--- src/hdl/pfsb_pkg.sv ---
// shared types and constants of the page frame sprite blitter
// no dependencies

package pfsb_pkg;

  localparam logic [1:0] OP_DRAW       = 2'd0;
  localparam logic [1:0] OP_READ       = 2'd1;
  localparam logic [1:0] OP_READ_CLEAR = 2'd2;

  typedef enum logic [3:0] {
    ST_CLEAR  = 4'b0001,
    ST_IDLE   = 4'b0010,
    ST_FIRST  = 4'b0100,
    ST_SECOND = 4'b1000
  } state_e;

  typedef struct packed {
    logic       en_lo;
    logic       en_hi;
    logic [4:0] page_lo;
    logic [4:0] page_hi;
    logic [7:0] col;
    logic [7:0] bits_lo;
    logic [7:0] bits_hi;
  } place_t;

endpackage

--- src/hdl/pfsb_place.sv ---
// placement of one sprite byte: target pages, column, shifted bits and clipping
// depends on pfsb_pkg

module pfsb_place #(
  parameter int PAGE_COUNT   = 8,
  parameter int COLUMN_COUNT = 128
) (
  input  logic [7:0]      origin_line_i,
  input  logic [7:0]      origin_column_i,
  input  logic [2:0]      sprite_page_i,
  input  logic [6:0]      sprite_column_i,
  input  logic [7:0]      pixel_byte_i,
  output pfsb_pkg::place_t place_o
);

  logic [5:0]  page_lo;
  logic [5:0]  page_hi;
  logic [9:0]  col;
  logic [2:0]  shift;
  logic [15:0] shifted;
  logic        col_ok;
  logic        lo_ok;
  logic        hi_ok;

  // floor division by 8 of the signed line is an arithmetic shift
  assign page_lo = {origin_line_i[7], origin_line_i[7:3]} + {3'b000, sprite_page_i};
  assign page_hi = page_lo + 6'd1;
  assign shift   = origin_line_i[2:0];
  assign col     = {{2{origin_column_i[7]}}, origin_column_i} + {3'b000, sprite_column_i};
  assign shifted = {8'h00, pixel_byte_i} << shift;

  assign col_ok = !col[9] && (col < 10'(COLUMN_COUNT));
  assign lo_ok  = !page_lo[5] && (page_lo[4:0] < 5'(PAGE_COUNT));
  assign hi_ok  = !page_hi[5] && (page_hi[4:0] < 5'(PAGE_COUNT)) && (shift != 3'd0);

  always_comb begin
    place_o.en_lo   = col_ok && lo_ok;
    place_o.en_hi   = col_ok && hi_ok;
    place_o.page_lo = page_lo[4:0];
    place_o.page_hi = page_hi[4:0];
    place_o.col     = col[7:0];
    place_o.bits_lo = shifted[7:0];
    place_o.bits_hi = shifted[15:8];
  end

endmodule

--- config.mk ---
export PLATFORM = sky130hd
export DESIGN_NAME = pfsb_place
export DESIGN_NICKNAME = d
export VERILOG_FILES = /design/src/hdl/pfsb_pkg.sv /design/src/hdl/pfsb_place.sv
export SDC_FILE = /design/constraint.sdc
export NUM_CORES = 1
export LEC_CHECK = 0
export BUFFER_PORTS_ARGS = -buffer_cell sky130_fd_sc_hd__buf_2
export CAP_MARGIN = 20
export CORE_MARGIN = 1.5
export CORE_UTILIZATION = 32
export DETAILED_ROUTE_END_ITERATION = 6
export PLACE_DENSITY = 0.71
export SLEW_MARGIN = 5
export SYNTH_ARGS = -nofsm -noshare
export SYNTH_HDL_FRONTEND = slang
export SYNTH_SLANG_ARGS = --single-unit
--- constraint.sdc ---
create_clock -name vclk -period 3.3
set_clock_uncertainty 0.15 [all_clocks]
set_input_delay 0.165 -clock vclk [all_inputs]
set_output_delay 0.165 -clock vclk [all_outputs]
set_load 0.02 [all_outputs]
==> results.md <==
* F_max at 413 MHz
* Power Density at 251 nW/um^2
* Area contributors post-synth: ha_1 17%, mux2i_1 11%, mux2_2 6.8%, nand2_1 6.4%, nor2_1 5.9%
* CP Capture Type: primary output
* Worst Path Max Fanout at 3
* Setup TNS after final layout at 0 ns
* Status: finished, final reports clean
* Total Power at 0.297 mW
* Core footprint at 2450 um^2
* Starting density of the core at 0.335
* Final HPWL DP at 2050 um
* Sequential cell area at 0 um^2
* Unrepaired setup endpoints after global routing: no
* Most common cell on crit path: buf_2
* Lkg Pwr at 0.675 nW
* Clock buffer count at 0
* Commonest cells in the netlist: 14 x nand2_1, 13 x nor2_1, 11 x ha_1
* Largest net degree at the start of global routing at 14
* All-layer global routing usage at 0.156
* Slowest stage cell, crit path: fa_1
* Setup Slack @ Placement at 0.894 ns
* Area growth syn-to-layout at 44.1%
* Mapped Cells at 113
* FFs & Latches at 0
* Share of layout cells above drive strength 1 at 0.449
* DIE WIDTH at 53.7 um
* DR vias at 1044
* Yosys top cell by area: ha_1
* Top Ports at 70
* Post-layout min period at 2.42 ns
* DR DRC count at 0
* ANT cells at 0
* Final setup vio count at 0
* Worst Setup Start Kind: input pin
* Final Cell Area at 1180 um^2
* Post-CTS resize count at 0
* DR pass1 iterations at 4
* Setup Buffers After CTS at 0
* Slowest stage delay, CP at 0.39 ns
* Crit path cell chain: buf_2, ha_1, inv_1, fa_1, and2b_1, o31a_1, o211ai_1, mux2_2, nor4_2, buf_2
* Drt total wl at 2320 um
* Synth Net Count at 160
* Max Cap Viol at 0
* Final core utilization at 0.483
* Seq/Total Area, Yosys at 0
* Placed insts at 208
* Rows at 18
* Worst path required time at 2.98 ns
* First-pass GRT wire length at 3590 um
* Syn_area_per_cell at 7.27 um^2
* Post-route setup slack at 0.881 ns
* Finished Layout Cells at 208
* Worst hold path type: input pin to primary output
* DP Area at 1180 um^2
* Antenna viol nets, final at 0
* Worst vdd rail ir drop at 141 uV
* # port buffers at 69
* WL/cell at 11.2 um
* CP arrival at 2.10 ns
* Number of global-route vias before repair at 890
* Hold Slack at 0.512 ns
* Area share of the largest cell type after synthesis at 0.167
* Synth warn at 0
* Slew Limit Fails at 0
* DIE AREA at 2880 um^2
* Hold buffers post-CTS at 0
* Top-count cell post-synth: nand2_1
* DR iter-0 viols at 13
* Vias per inst at 5.02
* Initial antenna violation count at 0
* GPL Wtd Cong at 0.803
* Mapped cell area at 822 um^2
* Nets at 227
* Grt total ovfl at 0
* Final Cycle Share at 0.733
* Chip height at 53.7 um
* Final Hold Vio Count at 0
* CP Class: input pin to primary output
* Distinct cells, synth at 33
==> routing by layer <==
layer	up-vias	GRT usage	part of all wire	wire length, um
li1	529	-	-	-
met1	473	0.205	0.42	981
met2	42	0.291	0.51	1190
met3	0	0.00833	0.065	151
met4	0	0.00427	0	0
met5	-	0	0	0
==> worst max-delay path: cells and delay by family <==
kind	cells	cell delay (ns)
AND/OR/NAND/NOR	2	0.43
buffers and inverters	3	0.35
adder cells (fa/ha/maj)	2	0.57
AO/OA/AOI/OAI	2	0.29
multiplexers	1	0.30
==> layout make-up <==
class,count,area (um^2)
Fill cell,249,1270
Inverter,7,26.3
Multi-Input combinational cell,102,776
Tap cell,30,37.5
Timing Repair Buffer,69,345
==> cells in the final DEF, fill, tap and decap left out <==
cell and instances:
nor2_2 1, buf_2 69, a21o_1 3, nand3_1 2, o22ai_1 4, mux2_2 5
mux2i_1 9, nand2b_1 2, o21a_1 3, nor2_1 13, a21oi_2 1, xor2_2 1
o211ai_1 1, nor3_1 4, a21oi_1 3, o21ai_1 2, xor2_1 2, nor4_2 1
conb_1 1, xnor2_1 5, o31a_1 1, ha_1 11, fa_1 2, clkinv_1 1
and2b_1 1, nand2_1 14, inv_1 6, nand3b_1 1, o21ai_0 5, xnor2_2 2
a211oi_1 2
==> power by group <==
part,internal (mW),switching [mW],leakage [nW]
logic,0.116,0.181,0.675
clock network,0,0,0
registers,0,0,0
total,0.116,0.181,0.675
==> final timing paths <==
path / from / slack, ns / cells after the start / to
max: origin_column_i[0] / 0.88 / 10 / place_o[34]
min: sprite_column_i[0] / 0.51 / 3 / place_o[16]
==> logic make-up (layout without fill, tap and decap cells) <==
family	after synthesis	count (layout)	synth area share
other	1	1	0.00456
buffers and inverters	11	76	0.0563
and+or+nand+nor	39	39	0.216
muxes	14	14	0.178
xor gates and xnor gates	10	10	0.134
adders and majority gates	13	13	0.216
AOI/OAI and AO/OA	25	25	0.195
Note: power is estimated with default switching activity, not from simulation.
